File: src/rtl/rle_pkg.sv
// Shared types and constants for the RLP item encoder.
package rle_pkg;

  localparam logic [1:0] CMD_STR  = 2'd0;
  localparam logic [1:0] CMD_INT  = 2'd1;
  localparam logic [1:0] CMD_LIST = 2'd2;
  localparam logic [1:0] CMD_DATA = 2'd3;

  localparam logic [7:0] STR_BASE       = 8'h80;
  localparam logic [7:0] STR_LONG_BASE  = 8'hb7;
  localparam logic [7:0] LIST_BASE      = 8'hc0;
  localparam logic [7:0] LIST_LONG_BASE = 8'hf7;
  localparam logic [7:0] BARE_LIMIT     = 8'h80;
  localparam logic [63:0] SHORT_LIMIT   = 64'd56;

  localparam int LEN_FIELD_OCTETS = 8;

  typedef enum logic [1:0] {
    MODE_IDLE,
    MODE_STR,
    MODE_INT,
    MODE_LIST
  } mode_t;

  typedef enum logic [1:0] {
    BK_IDLE,
    BK_HDR,
    BK_LEN,
    BK_TAIL
  } bk_state_t;

  // One burst of output words: optional header byte, then nlen big-endian
  // length bytes, then an optional tail byte.
  typedef struct packed {
    logic        hdr_en;
    logic [7:0]  hdr_byte;
    logic [3:0]  nlen;
    logic [63:0] len;
    logic        tail_en;
    logic [7:0]  tail_byte;
    logic        err;
  } rle_job_t;

endpackage

File: src/rtl/rle_if.sv
// Channel interfaces for the encoder's command input and byte output.
interface rle_cmd_if;
  logic        valid;
  logic        ready;
  logic [1:0]  cmd;
  logic [63:0] length;
  logic [7:0]  data_byte;

  modport source (output valid, output cmd, output length, output data_byte, input ready);
  modport sink (input valid, input cmd, input length, input data_byte, output ready);
endinterface

interface rle_byte_if;
  logic       valid;
  logic       ready;
  logic [7:0] out_byte;
  logic       last;
  logic       error;

  modport source (output valid, output out_byte, output last, output error, input ready);
  modport sink (input valid, input out_byte, input last, input error, output ready);
endinterface

File: src/rtl/rle_front.sv
// Front end: accepts commands, tracks item state and builds output bursts.
module rle_front #(
  parameter int INT_BYTES = 32
) (
  input  logic              clk,
  input  logic              rst,
  rle_cmd_if.sink           cmds,
  input  logic              full,
  output logic              push,
  output rle_pkg::rle_job_t job
);
  import rle_pkg::*;

  mode_t       mode;
  mode_t       mode_next;
  logic [63:0] remaining;
  logic [63:0] remaining_next;
  logic        seen_nonzero;
  logic        seen_nonzero_next;

  logic        accept;
  logic        emit;
  logic [63:0] dec_src;
  logic [63:0] dec;
  logic        hdr_short;
  logic [3:0]  nbytes;

  assign cmds.ready = !full;
  assign accept     = cmds.valid && cmds.ready;
  assign push       = accept && emit;

  assign dec_src   = (cmds.cmd == CMD_DATA) ? remaining : cmds.length;
  assign dec       = dec_src - 64'd1;
  assign hdr_short = cmds.length < SHORT_LIMIT;

  always_comb begin
    nbytes = '0;
    for (int i = 0; i < LEN_FIELD_OCTETS; i++) begin
      if (cmds.length[8*i +: 8] != 8'd0) begin
        nbytes = 4'(i + 1);
      end
    end
  end

  always_comb begin
    logic int_path;
    logic int_seen;
    logic left_one;
    job               = '0;
    emit              = 1'b0;
    mode_next         = mode;
    remaining_next    = remaining;
    seen_nonzero_next = seen_nonzero;
    int_path          = 1'b0;
    int_seen          = seen_nonzero;
    left_one          = (dec == 64'd0);
    job.len           = cmds.length;
    case (cmds.cmd)
      CMD_STR: begin
        seen_nonzero_next = 1'b0;
        mode_next         = MODE_IDLE;
        remaining_next    = '0;
        emit              = 1'b1;
        job.tail_en       = 1'b1;
        if (cmds.length == 64'd0) begin
          job.tail_byte = STR_BASE;
        end else if (cmds.length == 64'd1 && cmds.data_byte < BARE_LIMIT) begin
          job.tail_byte = cmds.data_byte;
        end else begin
          job.hdr_en     = 1'b1;
          job.hdr_byte   = hdr_short ? STR_BASE + cmds.length[7:0]
                                     : STR_LONG_BASE + 8'(nbytes);
          job.nlen       = hdr_short ? 4'd0 : nbytes;
          job.tail_byte  = cmds.data_byte;
          remaining_next = dec;
          mode_next      = (dec != 64'd0) ? MODE_STR : MODE_IDLE;
        end
      end
      CMD_INT: begin
        seen_nonzero_next = 1'b0;
        mode_next         = MODE_IDLE;
        remaining_next    = '0;
        if (cmds.length == 64'd0 || cmds.length > 64'(INT_BYTES)) begin
          emit        = 1'b1;
          job.tail_en = 1'b1;
          job.err     = 1'b1;
        end else begin
          int_path = 1'b1;
          int_seen = 1'b0;
        end
      end
      CMD_LIST: begin
        seen_nonzero_next = 1'b0;
        emit              = 1'b1;
        job.hdr_en        = 1'b1;
        job.hdr_byte      = hdr_short ? LIST_BASE + cmds.length[7:0]
                                      : LIST_LONG_BASE + 8'(nbytes);
        job.nlen          = hdr_short ? 4'd0 : nbytes;
        remaining_next    = cmds.length;
        mode_next         = (cmds.length == 64'd0) ? MODE_IDLE : MODE_LIST;
      end
      default: begin
        if (mode == MODE_IDLE || remaining == 64'd0) begin
          mode_next      = MODE_IDLE;
          remaining_next = '0;
          emit           = 1'b1;
          job.tail_en    = 1'b1;
          job.err        = 1'b1;
        end else if (mode == MODE_INT) begin
          int_path = 1'b1;
        end else begin
          emit           = 1'b1;
          job.tail_en    = 1'b1;
          job.tail_byte  = cmds.data_byte;
          remaining_next = dec;
          mode_next      = (dec == 64'd0) ? MODE_IDLE : mode;
        end
      end
    endcase

    // Integer bytes: leading zeros vanish; the first nonzero byte carries
    // the stripped-width header unless it is a lone byte below 0x80.
    if (int_path) begin
      if (int_seen) begin
        emit          = 1'b1;
        job.tail_en   = 1'b1;
        job.tail_byte = cmds.data_byte;
      end else if (cmds.data_byte == 8'd0) begin
        if (left_one) begin
          emit          = 1'b1;
          job.tail_en   = 1'b1;
          job.tail_byte = STR_BASE;
        end
      end else begin
        seen_nonzero_next = 1'b1;
        emit              = 1'b1;
        job.tail_en       = 1'b1;
        job.tail_byte     = cmds.data_byte;
        if (!(left_one && cmds.data_byte < BARE_LIMIT)) begin
          job.hdr_en   = 1'b1;
          job.hdr_byte = STR_BASE + dec_src[7:0];
        end
      end
      remaining_next = dec;
      mode_next      = (dec == 64'd0) ? MODE_IDLE : MODE_INT;
    end
  end

  always_ff @(posedge clk) begin
    if (rst) begin
      mode         <= MODE_IDLE;
      remaining    <= '0;
      seen_nonzero <= 1'b0;
    end else if (accept) begin
      mode         <= mode_next;
      remaining    <= remaining_next;
      seen_nonzero <= seen_nonzero_next;
    end
  end

endmodule

File: src/rtl/rle_fifo.sv
// Two-entry queue of output bursts between the front and back ends.
module rle_fifo (
  input  logic              clk,
  input  logic              rst,
  input  logic              push,
  input  rle_pkg::rle_job_t push_job,
  output logic              full,
  input  logic              pop,
  output logic              job_valid,
  output rle_pkg::rle_job_t job
);
  import rle_pkg::*;

  rle_job_t   slots [2];
  logic       wptr;
  logic       rptr;
  logic [1:0] count;
  logic       do_push;
  logic       do_pop;

  assign full      = (count == 2'd2);
  assign job_valid = (count != 2'd0);
  assign job       = slots[rptr];
  assign do_push   = push && !full;
  assign do_pop    = pop && job_valid;

  always_ff @(posedge clk) begin
    if (do_push) begin
      slots[wptr] <= push_job;
    end
  end

  always_ff @(posedge clk) begin
    if (rst) begin
      wptr  <= 1'b0;
      rptr  <= 1'b0;
      count <= '0;
    end else begin
      if (do_push) begin
        wptr <= !wptr;
      end
      if (do_pop) begin
        rptr <= !rptr;
      end
      count <= count + 2'(do_push) - 2'(do_pop);
    end
  end

`ifndef SYNTHESIS
  a_count_range: assert property (@(posedge clk) disable iff (rst) count != 2'd3)
    else $error("Queue count out of range.");
  a_no_lost_push: assert property (@(posedge clk) disable iff (rst) push |-> !full)
    else $error("Burst pushed into a full queue.");
  a_pop_has_job: assert property (@(posedge clk) disable iff (rst) pop |-> job_valid)
    else $error("Burst popped from an empty queue.");
`endif

endmodule

File: src/rtl/rle_back.sv
// Back end: expands queued bursts into output words through an output register.
module rle_back (
  input  logic              clk,
  input  logic              rst,
  input  logic              job_valid,
  input  rle_pkg::rle_job_t job,
  output logic              pop,
  rle_byte_if.source        stream
);
  import rle_pkg::*;

  bk_state_t   state;
  bk_state_t   state_next;
  logic [7:0]  hdr_byte;
  logic [63:0] len;
  logic        tail_en;
  logic [7:0]  tail_byte;
  logic        err;
  logic [3:0]  cnt;
  logic [2:0]  sel;

  logic        out_valid;
  logic [7:0]  out_byte;
  logic        out_last;
  logic        out_err;

  logic        advance;
  logic        load;
  logic [7:0]  emit_byte;
  logic        emit_last;
  logic        emit_err;

  assign advance = (state != BK_IDLE) && (!out_valid || stream.ready);
  assign load    = job_valid && ((state == BK_IDLE) || (advance && emit_last));
  assign pop     = load;
  assign sel     = 3'(cnt - 4'd1);

  always_comb begin
    emit_byte = tail_byte;
    emit_last = 1'b1;
    emit_err  = 1'b0;
    case (state)
      BK_HDR: begin
        emit_byte = hdr_byte;
        emit_last = (cnt == 4'd0) && !tail_en;
      end
      BK_LEN: begin
        emit_byte = len[{sel, 3'b000} +: 8];
        emit_last = (cnt == 4'd1) && !tail_en;
      end
      BK_TAIL: begin
        emit_byte = tail_byte;
        emit_err  = err;
      end
      default: begin
        emit_byte = tail_byte;
      end
    endcase
  end

  always_comb begin
    state_next = state;
    if (load) begin
      state_next = job.hdr_en ? BK_HDR : BK_TAIL;
    end else if (advance) begin
      case (state)
        BK_HDR: begin
          if (cnt != 4'd0) begin
            state_next = BK_LEN;
          end else begin
            state_next = tail_en ? BK_TAIL : BK_IDLE;
          end
        end
        BK_LEN: begin
          if (cnt == 4'd1) begin
            state_next = tail_en ? BK_TAIL : BK_IDLE;
          end
        end
        default: begin
          state_next = BK_IDLE;
        end
      endcase
    end
  end

  always_ff @(posedge clk) begin
    if (rst) begin
      state     <= BK_IDLE;
      cnt       <= '0;
      out_valid <= 1'b0;
    end else begin
      state <= state_next;
      if (load) begin
        cnt <= job.nlen;
      end else if (advance && state == BK_LEN) begin
        cnt <= cnt - 4'd1;
      end
      if (advance) begin
        out_valid <= 1'b1;
      end else if (stream.ready) begin
        out_valid <= 1'b0;
      end
    end
  end

  always_ff @(posedge clk) begin
    if (load) begin
      hdr_byte  <= job.hdr_byte;
      len       <= job.len;
      tail_en   <= job.tail_en;
      tail_byte <= job.tail_byte;
      err       <= job.err;
    end
    if (advance) begin
      out_byte <= emit_byte;
      out_last <= emit_last;
      out_err  <= emit_err;
    end
  end

  assign stream.valid    = out_valid;
  assign stream.out_byte = out_byte;
  assign stream.last     = out_last;
  assign stream.error    = out_err;

`ifndef SYNTHESIS
  a_err_word: assert property (@(posedge clk) disable iff (rst)
    out_valid && out_err |-> out_last && out_byte == 8'd0)
    else $error("Error word is not a lone zero word.");
  a_len_count: assert property (@(posedge clk) disable iff (rst)
    state == BK_LEN |-> cnt != 4'd0)
    else $error("Length phase entered with no length bytes.");
  a_load_gap: assert property (@(posedge clk) disable iff (rst)
    load && state != BK_IDLE |-> advance && emit_last)
    else $error("New burst loaded before the current one finished.");
`endif

endmodule

File: src/rtl/rlp_item_encoder.sv
// Top level of the streaming RLP item encoder.
// The first word of an item passes through the burst queue, burst registers and output
// register; later words of the same burst follow one per cycle while the receiver is ready.
// Commands sustain one per cycle while each yields one word and ready is high; a header burst
// of up to ten words holds the back end and stalls intake once the two-entry queue fills.
// Synchronous reset returns the item state to idle and empties the queue and output register.
module rlp_item_encoder #(
  parameter int INT_BYTES = 32
) (
  input  logic       clk,
  input  logic       rst,
  rle_cmd_if.sink    cmds,
  rle_byte_if.source stream
);
  import rle_pkg::*;

  logic     push;
  rle_job_t push_job;
  logic     full;
  logic     pop;
  logic     job_valid;
  rle_job_t job;

  rle_front #(
    .INT_BYTES(INT_BYTES)
  ) u_front (
    .clk (clk),
    .rst (rst),
    .cmds(cmds),
    .full(full),
    .push(push),
    .job (push_job)
  );

  rle_fifo u_fifo (
    .clk      (clk),
    .rst      (rst),
    .push     (push),
    .push_job (push_job),
    .full     (full),
    .pop      (pop),
    .job_valid(job_valid),
    .job      (job)
  );

  rle_back u_back (
    .clk      (clk),
    .rst      (rst),
    .job_valid(job_valid),
    .job      (job),
    .pop      (pop),
    .stream   (stream)
  );

endmodule

File: src/flat_wrapper.sv
// flat-port wrapper written by rule: the top's interface ports become plain ports
module rlp_item_encoder_flat import rle_pkg::*;
#(
  parameter int INT_BYTES = 32
)
  (clk, rst, cmds_valid, cmds_cmd, cmds_length, cmds_data_byte, cmds_ready, stream_valid, stream_out_byte, stream_last, stream_error, stream_ready);
  rle_cmd_if cmds_i ();
  rle_byte_if stream_i ();
  input  logic clk;
  input  logic rst;
  input wire logic [$bits(cmds_i.valid)-1:0] cmds_valid;
  input wire logic [$bits(cmds_i.cmd)-1:0] cmds_cmd;
  input wire logic [$bits(cmds_i.length)-1:0] cmds_length;
  input wire logic [$bits(cmds_i.data_byte)-1:0] cmds_data_byte;
  output wire logic [$bits(cmds_i.ready)-1:0] cmds_ready;
  output wire logic [$bits(stream_i.valid)-1:0] stream_valid;
  output wire logic [$bits(stream_i.out_byte)-1:0] stream_out_byte;
  output wire logic [$bits(stream_i.last)-1:0] stream_last;
  output wire logic [$bits(stream_i.error)-1:0] stream_error;
  input wire logic [$bits(stream_i.ready)-1:0] stream_ready;
  assign cmds_i.valid = cmds_valid;
  assign cmds_i.cmd = cmds_cmd;
  assign cmds_i.length = cmds_length;
  assign cmds_i.data_byte = cmds_data_byte;
  assign cmds_ready = cmds_i.ready;
  assign stream_valid = stream_i.valid;
  assign stream_out_byte = stream_i.out_byte;
  assign stream_last = stream_i.last;
  assign stream_error = stream_i.error;
  assign stream_i.ready = stream_ready;
  rlp_item_encoder #(.INT_BYTES(INT_BYTES)) u_core (.clk(clk), .rst(rst), .cmds(cmds_i), .stream(stream_i));
endmodule
File: config.mk
export PLATFORM = sky130hd
export DESIGN_NAME = rlp_item_encoder_flat
export DESIGN_NICKNAME = d
export VERILOG_FILES = /design/src/rtl/rle_pkg.sv /design/src/rtl/rle_if.sv /design/src/rtl/rle_front.sv /design/src/rtl/rle_fifo.sv /design/src/rtl/rle_back.sv /design/src/rtl/rlp_item_encoder.sv /design/src/flat_wrapper.sv
export SDC_FILE = /design/constraint.sdc
export NUM_CORES = 1
export LEC_CHECK = 0
export ABC_CLOCK_PERIOD_IN_PS = 16900
export BUFFER_PORTS_ARGS = -buffer_cell sky130_fd_sc_hd__buf_2
export CAP_MARGIN = 20
export CELL_PAD_IN_SITES_DETAIL_PLACEMENT = 0
export CELL_PAD_IN_SITES_GLOBAL_PLACEMENT = 1
export CORE_ASPECT_RATIO = 1.5
export CORE_UTILIZATION = 55
export DETAILED_ROUTE_END_ITERATION = 8
export GPL_ROUTABILITY_DRIVEN = 0
export PLACE_DENSITY = 0.86
export SLEW_MARGIN = 15
export SYNTH_ARGS = -nofsm -noshare
export SYNTH_HDL_FRONTEND = slang
export SYNTH_HIERARCHICAL = 1
export SYNTH_SLANG_ARGS = --single-unit
File: constraint.sdc
create_clock -name clk -period 16.9 [get_ports clk]
set_input_delay 1.69 -clock clk [delete_from_list [all_inputs] [get_ports clk]]
set_output_delay 1.69 -clock clk [all_outputs]
set_load 0.005 [all_outputs]
# Yosys cells after proc, flatten, opt, wreduce, memory -nomap -nowiden
# Memory sizes are Yosys's and may differ from the RTL's. A register that Yosys moved wholly into a read port is not among the register bits.
# Cells that the tools add are included.
# totals
regBits	170
ramBits	174
input_bits	78
out_inout_bits	12
word_cells	176
memories	1
# op_classes
add_sub_neg	9
order_cmp	3
n_eq_ne	12
shift	1
mux	82
reduce_logical	51
# memory_table
memory	words	width	read_ports	rd_clocked_by_memory_dff	write_ports	line	text
u_core.u_fifo.slots	2	87	1	1	1	rle_fifo.sv:14	rle_job_t slots [2];
# ops
cell	count
two-way mux 64 bit	6
zero test 64 bit	3
one-hot mux 64 bit (3 select lines)	1
two-way mux 9 bit	9
== test 64 x 1 -> 1 bit, second input constant	1
> comparator 64 x 6 -> 1 bit, second input constant	1
less-than comparator 64 x 6 -> 1 bit, second input constant	1
nonzero test 64 bit	1
nonzero test 8 bit	8
variable part select 64 x 7 -> 8 bit	1
subtractor 64 x 1 -> 64 bit, second input constant	1
two-way mux 4 bit	10
two-way mux 8 bit	4
one-hot mux 8 bit (2 select lines)	2
two-way mux 1 bit	28
two-way mux 13 bit	2
one-hot mux 13 bit (2 select lines)	1
adder 8 bit, first input constant	3
two-way mux 2 bit	12
== test 2 bit, second input constant	6
logical AND 1 bit	12
nonzero test 2 bit	5
adder 8 x 4 -> 8 bit, first input constant	1
zero test 8 bit	1
other kinds (23)	38

# Longest topological paths before layout
# Gate-level depths: netlist of the first run.
# logic_depth
depth_word	18
depth_mapped	29
ltp_nobuf	20

# Cells and area by module
# The synthesis of the first run kept the hierarchy.
# by_module_without_submodules
mod	n_inst	cells_each	area_each_um2	seq_area_each_um2
rle_front	1	1097	8176.6	1341.3
rle_fifo	1	297	6631.4	5325.1
rle_back	1	214	4021.4	2902.8

# Least setup slack after synthesis of the first run
# OpenSTA, ideal clock, no wires.
# synth_timing
kind	input port to flip-flop
from	input cmds_cmd[1]
to	memory u_core/u_fifo/slots[1][0] (netlist bit), enable pin
setup_time_ps	456
arrival_ps	9125
t_required_ps	16444
slack_ps	7319
stages	22
n_path_buf	10
cell_sequence	buf_6 buf_2 buf_4 nand2_1 buf_2 buf_2 buf_4 buf_2 buf_2 buf_1 clkbuf_1 a21boi_0 ha_1 o2111ai_1 or4_1 or4_1 a22oi_1 nand4_1 or4_4 or3_4 a21oi_1 and3_1
# synth_between
elab_chain_cells	12
elab_cells_between_ends	19
cone_classes	add/sub (1); eq/ne (3); mux (10); reduce/logical (5)
# synth_lines
element	line	text
from (decl)	flat_wrapper.sv:12	input wire logic [$bits(cmds_i.cmd)-1:0] cmds_cmd;
== test 2 bit	rle_front.sv:32	assign dec_src = (cmds.cmd == CMD_DATA) ? remaining : cmds.length;
two-way mux 64 bit	rle_front.sv:32	
subtractor 64 x 1 -> 64 bit	rle_front.sv:33	assign dec = dec_src - 64'd1;
zero test 64 bit	rle_front.sv:56	left_one = (dec == 64'd0);
two-way mux 1 bit	rle_front.sv:129	if (left_one) begin
two-way mux 1 bit	rle_front.sv:128	end else if (cmds.data_byte == 8'd0) begin
two-way mux 1 bit	rle_front.sv:124	if (int_seen) begin
two-way mux 1 bit *	rle_front.sv:123	if (int_path) begin
logical AND 1 bit *	rle_front.sv:30	assign push = accept && emit;
named net u_core.push	rlp_item_encoder.sv:17	logic push;
logical AND 1 bit *	rle_fifo.sv:24	assign do_push = push && !full;
two-way mux 1 bit *	rle_fifo.sv:28	if (do_push) begin
two-way mux 1 bit (not written as such) *	rle_fifo.sv:29	slots[wptr] <= push_job;
to (decl)	rle_fifo.sv:14	
# Mark *: on every way through the listed nets, which the timed path passes. The rest lies on a longest branch.

# Worst setup path in the final report of the first run
# layout_timing
from	input cmds_cmd[0]
to	memory u_core/u_fifo/slots[0][37] (netlist bit), enable pin
# The elaborated chain is that of the path after synthesis.

==> results of run 1 <==
==> stage by stage <==
| stage | total power [mW] | utilization | std cells |
|---|---|---|---|
| after floorplan | 1.85 | - | 1608 |
| after global placement | 2.07 | 0.566 | 1974 |
| after detailed placement | 2.09 | 0.566 | 1974 |
| after CTS | 2.84 | 0.599 | 2033 |
| after global routing | 2.94 | 0.599 | 2034 |
| final | 2.84 | 0.599 | 2034 |
==> synth_stat cells, types with 8 or more instances <==
cell and instances:
a211o_1 28, a211oi_1 18, a21oi_1 49, a221oi_1 32
a222oi_1 27, a22oi_1 16, and2_1 12, and3_1 11
buf_2 20, buf_4 70, buf_6 11, clkbuf_1 54
dfxtp_1 79, edfxtp_1 266, ha_1 14, inv_1 27
mux2_2 70, mux2_4 30, mux2i_1 54, mux4_1 11
nand2_1 73, nand2b_1 9, nand3_1 29, nand4_1 33
nor2_1 137, nor2b_1 14, nor3_1 55, nor4_1 40
nor4bb_1 11, o211ai_1 8, o21ai_0 28, o22ai_1 9
o31ai_1 28, or2_2 11, or3_1 11, or4_1 13
or4bb_1 18, xnor2_1 36, xor2_1 19
==> cells by family after synthesis <==
group                    after synthesis  share of synthesized area
AO/OA/AOI/OAI                        314                      0.127
XOR/XNOR                              55                     0.0256
adder cells (fa/ha/maj)               14                    0.00930
buffers and inverters                189                     0.0579
flip-flops                           345                      0.508
multiplexers                         170                      0.116
AND/OR/NAND/NOR                      521                      0.156
==> layout make-up <==
class,instances,area share
Inverter,27,0.00517
Clock inverter,18,0.00722
Timing Repair Buffer,109,0.0296
Tap cell,420,0.0262
Clock buffer,41,0.0468
Multi-Input combinational cell,1074,0.408
Sequential cell,345,0.477
==> layer usage <==
metal / up-vias / track usage
met5: - / 0
met4: 0 / 0.226
met3: 271 / 0.0537
met2: 900 / 0.553
met1: 6893 / 0.374
li1: 6229 / -
==> registers in the layout, summed over array words and instances, names as in the netlist, named ones only <==
name	count
u_core/u_back/hdr_byte	8
u_core/u_back/tail_en	1
u_core/u_fifo/count	2
u_core/u_back/stream.out_byte	8
u_core/u_back/state	2
u_core/u_back/len	64
u_core/u_back/stream.valid	1
u_core/u_fifo/rptr	1
u_core/u_front/mode	2
u_core/u_fifo/slots	174
u_core/u_back/stream.last	1
u_core/u_front/remaining	64
u_core/u_back/tail_byte	8
u_core/u_fifo/wptr	1
u_core/u_back/cnt	4
u_core/u_back/err	1
u_core/u_back/stream.error	1
u_core/u_front/seen_nonzero	1
==> worst paths after layout <==
path | to | slack (ns) | cells past startpoint
max | u_core/u_fifo/slots[0][37] | 8.12 | 17
min | u_core/u_front/seen_nonzero | 0.49 | 2
max reg2reg | u_core/u_fifo/slots[0][37] | 10.29 | 13
min reg2reg | u_core/u_front/seen_nonzero | 0.49 | 2
==> placed cells by master, fill, tap and decap left out, types with 11 or more instances in the layout <==
cell / instances
nand2_1: 71
a211oi_1: 18
o21ai_0: 28
nand3_1: 29
a211o_1: 28
nand4_1: 33
clkbuf_16: 37
and2_1: 12
nor4_1: 40
nor4bb_1: 11
edfxtp_1: 266
nor3_1: 54
mux2_4: 30
nor2_1: 134
xor2_1: 19
a21oi_1: 49
or3_1: 11
o31ai_1: 28
ha_1: 14
or4_1: 13
dfxtp_1: 78
buf_4: 20
a221oi_1: 32
mux2i_1: 54
inv_1: 25
xnor2_1: 36
mux4_1: 11
a22oi_1: 16
or2_2: 11
or4bb_1: 18
a222oi_1: 27
mux2_2: 70
nor2b_1: 13
buf_2: 89
==> power groups by stage <==
stage          clock [mW]  sequential (mW)  combinational, mW
3_5_place_dp            0             1.33              0.761
4_1_cts             0.757             1.32              0.769
5_1_grt             0.786             1.33              0.820
3_3_place_gp            0             1.32              0.752
6_report            0.746             1.32              0.773
2_1_floorplan           0             1.28              0.576
==> critical path, cell delays in order <==
cell       delay (ns)
buf_2            0.33
buf_4            0.68
nand2_4          0.46
a21boi_0         0.49
ha_1             0.32
o2111a_1         0.29
nand3_1          0.49
a2111oi_0        0.99
nand2_1          0.11
a211oi_1         0.36
nand3_1          0.29
or3_4            0.47
a21oi_1          0.25
inv_1            0.09
or3_1            0.39
clkinv_2         0.40
buf_4            0.71
==> results.cfg, run 1 <==
[clock_tree]
cts_sinks = 345
clk_pin_slew_worst_paths_ns = 0.06
cts_buffers = 34
cts_setup_buffers = 0
cts_root_buffer = clkbuf_16
holdBufCountCts = 0
cts_tree = yes
post_cts_resized = 0
clock_tree.buffer_depth = 3
clk_latency_ns = 0.53
htree_levels = 2

[power]
seqPwrFrac = 0.464
irDropWorstVdd_uv = 72.7
switching_share = 0.309
power.leakage_nw = 7.05
p_sw_mw = 0.876
internal_power_mw = 1.96
powerDensity_mw_per_mm2 = 141
p_comb_frac = 0.273
clockPowerShare = 0.263

[die]
die_area_sq_mm = 0.0350
io-pin-count = 90
fp.dieH_um = 229
fp-row-count = 82
dieWidth_um = 153
initial_core_util = 0.561
core_sq_mm = 0.0335

[cells_and_area]
fill_cells = 2703
final_nets = 1683
area_growth_pct = 6.69
final-seq-area_sq_mm = 0.00957
fin_area_sq_mm = 0.0201
multi_input_area_sq_mm = 0.00821
antenna_cells = 0
drive_above_1_share = 0.192

[global_routing]
grt_max_degree = 84
grt_util_all_layers = 0.325
antenna_found_initial = 0
grt.overflow.total = 0
grt_pass1_vias = 14000
grt_pass1_wl_um = 84800

[worst_setup_path]
startpoint = cmds_cmd[0]
worstPathRequired_ns = 17.04
critPathKind = in -> reg
start_kind = primary input
r2r_start = u_core/u_front/remaining[18]
critPathCaptureType = register
path_max_fanout = 75
arrival_ns = 8.92

[place]
place_area_sq_mm = 0.0190
io_buffers = 89
dp_slack_ns = 7.82
dpl.hpwl_um = 39300

[worst_hold_path]
min_path_type = reg -> reg
hold_path.startpoint = u_core/u_front/seen_nonzero

[timing]
slew_violations = 0
finalSetupViolCount = 0
whs_ns = 0.486
hold_viol_final = 0
maxSlewHeadroom = 0.192
finalClockSkew_ns = 0.0273
period_needed_ns = 8.78
timing.fmax_mhz = 114
tightest_slew_ns = 1.20
fin_ws_ns = 8.12
timing.setup.tns_ns = 0
rsz0062_at_grt = false
post-route-period-util = 0.520

[synthesis]
yosysSeqAreaShare = 0.508
synthArstFlopShare = 0
synth_area_leaders = edfxtp_1, dfxtp_1, mux2_2
syn_avg_cell_area_sq_um = 11.7
synth_top_area_share = 0.424
yosys_register_bits = 345
synth-main-ff-cell = edfxtp_1
synth-edff-count = 266
synth.distinct_cells = 93
synth_fp_nets = 1700
syn_area_sq_mm = 0.0188
synthCells = 1608
synth_top_cell_by_area = edfxtp_1
ys_warn_count = 6

[detailed_routing]
drtAntennaViolNets = 0
drc = 0
drtPass1Iterations = 9
top_layer_used = met4
wl_met2_um = 27700
drtIter0Drc = 1583
wl_per_cell_um = 28.0
wl_met3_um = 4510
viasPerCell = 7.03
dr_total_vias = 14300
wirelength_um = 57000
m1WireLength_um = 20400

[flow_run]
drv_cap = 0

[status]
status = completed
Note: power is estimated with default switching activity, not from simulation.
==> inputs of run 2 (changes only) <==
--- a/config.mk
+++ b/config.mk
@@ -5,16 +5,17 @@
 export SDC_FILE = /design/constraint.sdc
 export NUM_CORES = 1
 export LEC_CHECK = 0
-export ABC_CLOCK_PERIOD_IN_PS = 16900
+export ABC_AREA = 1
+export ABC_CLOCK_PERIOD_IN_PS = 7430
 export BUFFER_PORTS_ARGS = -buffer_cell sky130_fd_sc_hd__buf_2
 export CAP_MARGIN = 20
 export CELL_PAD_IN_SITES_DETAIL_PLACEMENT = 0
 export CELL_PAD_IN_SITES_GLOBAL_PLACEMENT = 1
 export CORE_ASPECT_RATIO = 1.5
-export CORE_UTILIZATION = 55
+export CORE_UTILIZATION = 43
 export DETAILED_ROUTE_END_ITERATION = 8
 export GPL_ROUTABILITY_DRIVEN = 0
-export PLACE_DENSITY = 0.86
+export PLACE_DENSITY = 0.77
 export SLEW_MARGIN = 15
 export SYNTH_ARGS = -nofsm -noshare
 export SYNTH_HDL_FRONTEND = slang
==> constraint.sdc (replaced) <==
create_clock -name clk -period 7.43 [get_ports clk]
set_input_delay 0.743 -clock clk [delete_from_list [all_inputs] [get_ports clk]]
set_output_delay 0.743 -clock clk [all_outputs]
set_load 0.005 [all_outputs]
==> results.cfg, run 2 <==
[timing]
slew_violations = 0
finalSetupViolCount = 0
timing.fmax_mhz = 186
period_needed_ns = 5.37
tightest_slew_ns = 1.18
post-route-period-util = 0.723
timing.setup.tns_ns = 0
fin_ws_ns = 2.06
hold_viol_final = 0
rsz0062_at_grt = false
maxSlewHeadroom = 0.209
whs_ns = 0.437
finalClockSkew_ns = 0.0301

[synthesis]
synth_top_cell_by_area = edfxtp_1
syn_area_sq_mm = 0.0202
synth_area_leaders = edfxtp_1, nand2_1, dfxtp_1
yosys_register_bits = 345
syn_avg_cell_area_sq_um = 8.07
synth_top_area_share = 0.395
synth.distinct_cells = 47
synth-main-ff-cell = edfxtp_1
synth_common_cells = nand2_1, nor2_1, edfxtp_1
synthCells = 2505
ys_warn_count = 6
synthArstFlopShare = 0
synth_fp_nets = 2597
synth_most_common_cell = nand2_1
synth-edff-count = 266
yosysSeqAreaShare = 0.474

[die]
core_sq_mm = 0.0460
die_area_sq_mm = 0.0479
initial_core_util = 0.439
dieWidth_um = 179
io-pin-count = 90
fp-row-count = 96
fp.dieH_um = 267

[worst_hold_path]
min_delay_worst_endpoint = u_core/u_fifo/slots[0][19]
min_path_type = in -> reg
worstHoldPathCells = 1
hold_path.startpoint = cmds_length[9]

[global_routing]
grt_max_degree = 82
antenna_found_initial = 0
grt.overflow.total = 0
grt_pass1_wl_um = 103000
grt_pass1_vias = 17400
grt_util_all_layers = 0.295

[clock_tree]
cts_setup_buffers = 0
cts_sinks = 345
cts_root_buffer = clkbuf_16
clk_latency_ns = 0.55
post_cts_resized = 0
clock_tree.buffer_depth = 3
clk_pin_slew_worst_paths_ns = 0.06
holdBufCountCts = 0
cts_buffers = 35
cts_tree = yes
htree_levels = 2

[place]
dpl.hpwl_um = 52000
dp_slack_ns = 1.67
io_buffers = 89

[worst_setup_path]
path_cells = buf_2 > nand2_4 > o21ai_1 > ha_1 > nand3_1 > nor2_4 > nand2_2 > inv_1 > nand2_1 > nor2_2 > nand3_1 > nand2_1 > nand2_1 > nor2_1 > nand2_1 > nor2_1 > nand3_1 > nand3_1 > nand2_1 > inv_1 > nand3_1 > clkinv_2 > buf_12
r2r_end = u_core/u_fifo/slots[1][14]
reg2reg_depth = 21
start_kind = primary input
rrSetupSlack_ns = 2.61
arrival_ns = 5.57
critPathKind = in -> reg
path_max_fanout = 65
worstPathRequired_ns = 7.63
r2r_start = u_core/u_front/remaining[1]
critPathSlowestCell = o21ai_1
critPathCaptureType = register
critPathMaxStageDelay_ns = 0.58

[power]
clockPowerShare = 0.254
seqPwrFrac = 0.429
irDropWorstVdd_uv = 262
power.leakage_nw = 8.79
p_sw_mw = 2.42
p_comb_frac = 0.317
switching_share = 0.362
internal_power_mw = 4.28
powerDensity_mw_per_mm2 = 309

[cells_and_area]
largest_register_ffs = 174
multi_input_area_sq_mm = 0.00875
drive_above_1_share = 0.129
fill_cells = 4551
largestRegisters = u_core/u_fifo/slots x174, u_core/u_back/len x64, u_core/u_front/remaining x64
final_nets = 2590
final-seq-area_sq_mm = 0.00957
mostFrequentLayoutCells = nand2_1, nor2_1, edfxtp_1
final_util = 0.471
top_register = u_core/u_fifo/slots
layout_commonest_cell = nand2_1
area_growth_pct = 7.35

[detailed_routing]
wirelength_um = 70100
viasPerCell = 5.68
wl_per_cell_um = 22.5
drtAntennaViolNets = 0
drc = 0
dr_total_vias = 17700
drtIter0Drc = 1587
drtPass1Iterations = 6

[status]
status = completed

[flow_run]
drv_cap = 0
[run 2: cell types whose count changed in the layout (fill, tap and decap cells not counted), moves of 35 or more]
cell     before  now
inv_1        25  235
mux2i_1      54    0
nand2_1      71  753
nand3_1      29  165
nor2_1      134  347
nor3_1       54   17
o21ai_0      28   76
o22ai_1       9   44
xnor2_1      36    0
[run 2: final cells by class]
| type | count | share of cell area |
|---|---|---|
| Clock inverter | 16 | 0.00577 |
| Timing Repair Buffer | 111 | 0.0287 |
| Clock buffer | 46 | 0.0437 |
| Sequential cell | 345 | 0.441 |
| Antenna cell | 1 | 0.000115 |
| Tap cell | 588 | 0.0339 |
| Multi-Input combinational cell | 1757 | 0.403 |
| Inverter | 248 | 0.0431 |
[run 2: through the flow]
stage	total power [mW]	instances	cell area [sq um]
after detailed placement	5.04	3049	20600
after floorplan	4.36	2505	20200
after global routing	7.01	3111	21700
after CTS	6.74	3111	21700
after global placement	5.00	3049	20600
final	6.70	3112	21700
[run 2: worst max-delay path, delay by kind of cell]
kind                       cells  cell delay [ns]
adders and majority gates      1             0.28
and+or+nand+nor               16             2.75
buffers and inverters          5             1.14
AOI/OAI and AO/OA              1             0.58
[run 2: worst max path at each step]
| stage | startpoint | end | slack [ns] | cells past startpoint |
|---|---|---|---|---|
| after CTS | cmds_cmd[0] | u_core/u_fifo/slots[1][12] | 2.22 | 23 |
| after global placement | cmds_cmd[0] | u_core/u_fifo/slots[1][14] | 1.73 | 23 |
| final | cmds_cmd[0] | u_core/u_fifo/slots[1][14] | 2.06 | 23 |
| after global routing | cmds_cmd[0] | u_core/u_fifo/slots[1][14] | 1.65 | 23 |
| after detailed placement | cmds_cmd[0] | u_core/u_fifo/slots[1][12] | 1.67 | 23 |
| after floorplan | cmds_cmd[1] | u_core/u_fifo/slots[0][0] | 0.11 | 22 |
[run 2: kinds of logic after synthesis]
kind of cell / count (synthesis) / share of synthesized area
AOI/OAI and AO/OA: 271 / 0.0829
xor gates and xnor gates: 10 / 0.00471
adders and majority gates: 14 / 0.00867
buffers and inverters: 403 / 0.0947
DFF: 345 / 0.474
muxes: 87 / 0.0541
and+or+nand+nor: 1375 / 0.281
[run 2: layer usage]
metal,vias up,track usage,routed length (um),part of all wire
met4,0,0.218,5690,0.081
met2,814,0.519,35100,0.50
li1,8230,-,-,-
met1,8362,0.323,25100,0.36
met5,-,0,0,0
met3,255,0.0322,4130,0.059
[run 2: power by group through the flow]
stage | logic, mW | clock network (mW) | registers [mW]
after floorplan | 1.49 | 0 | 2.87
after global placement | 2.10 | 0 | 2.90
after detailed placement | 2.12 | 0 | 2.92
after CTS | 2.13 | 1.73 | 2.88
after global routing | 2.30 | 1.79 | 2.92
final | 2.13 | 1.70 | 2.88
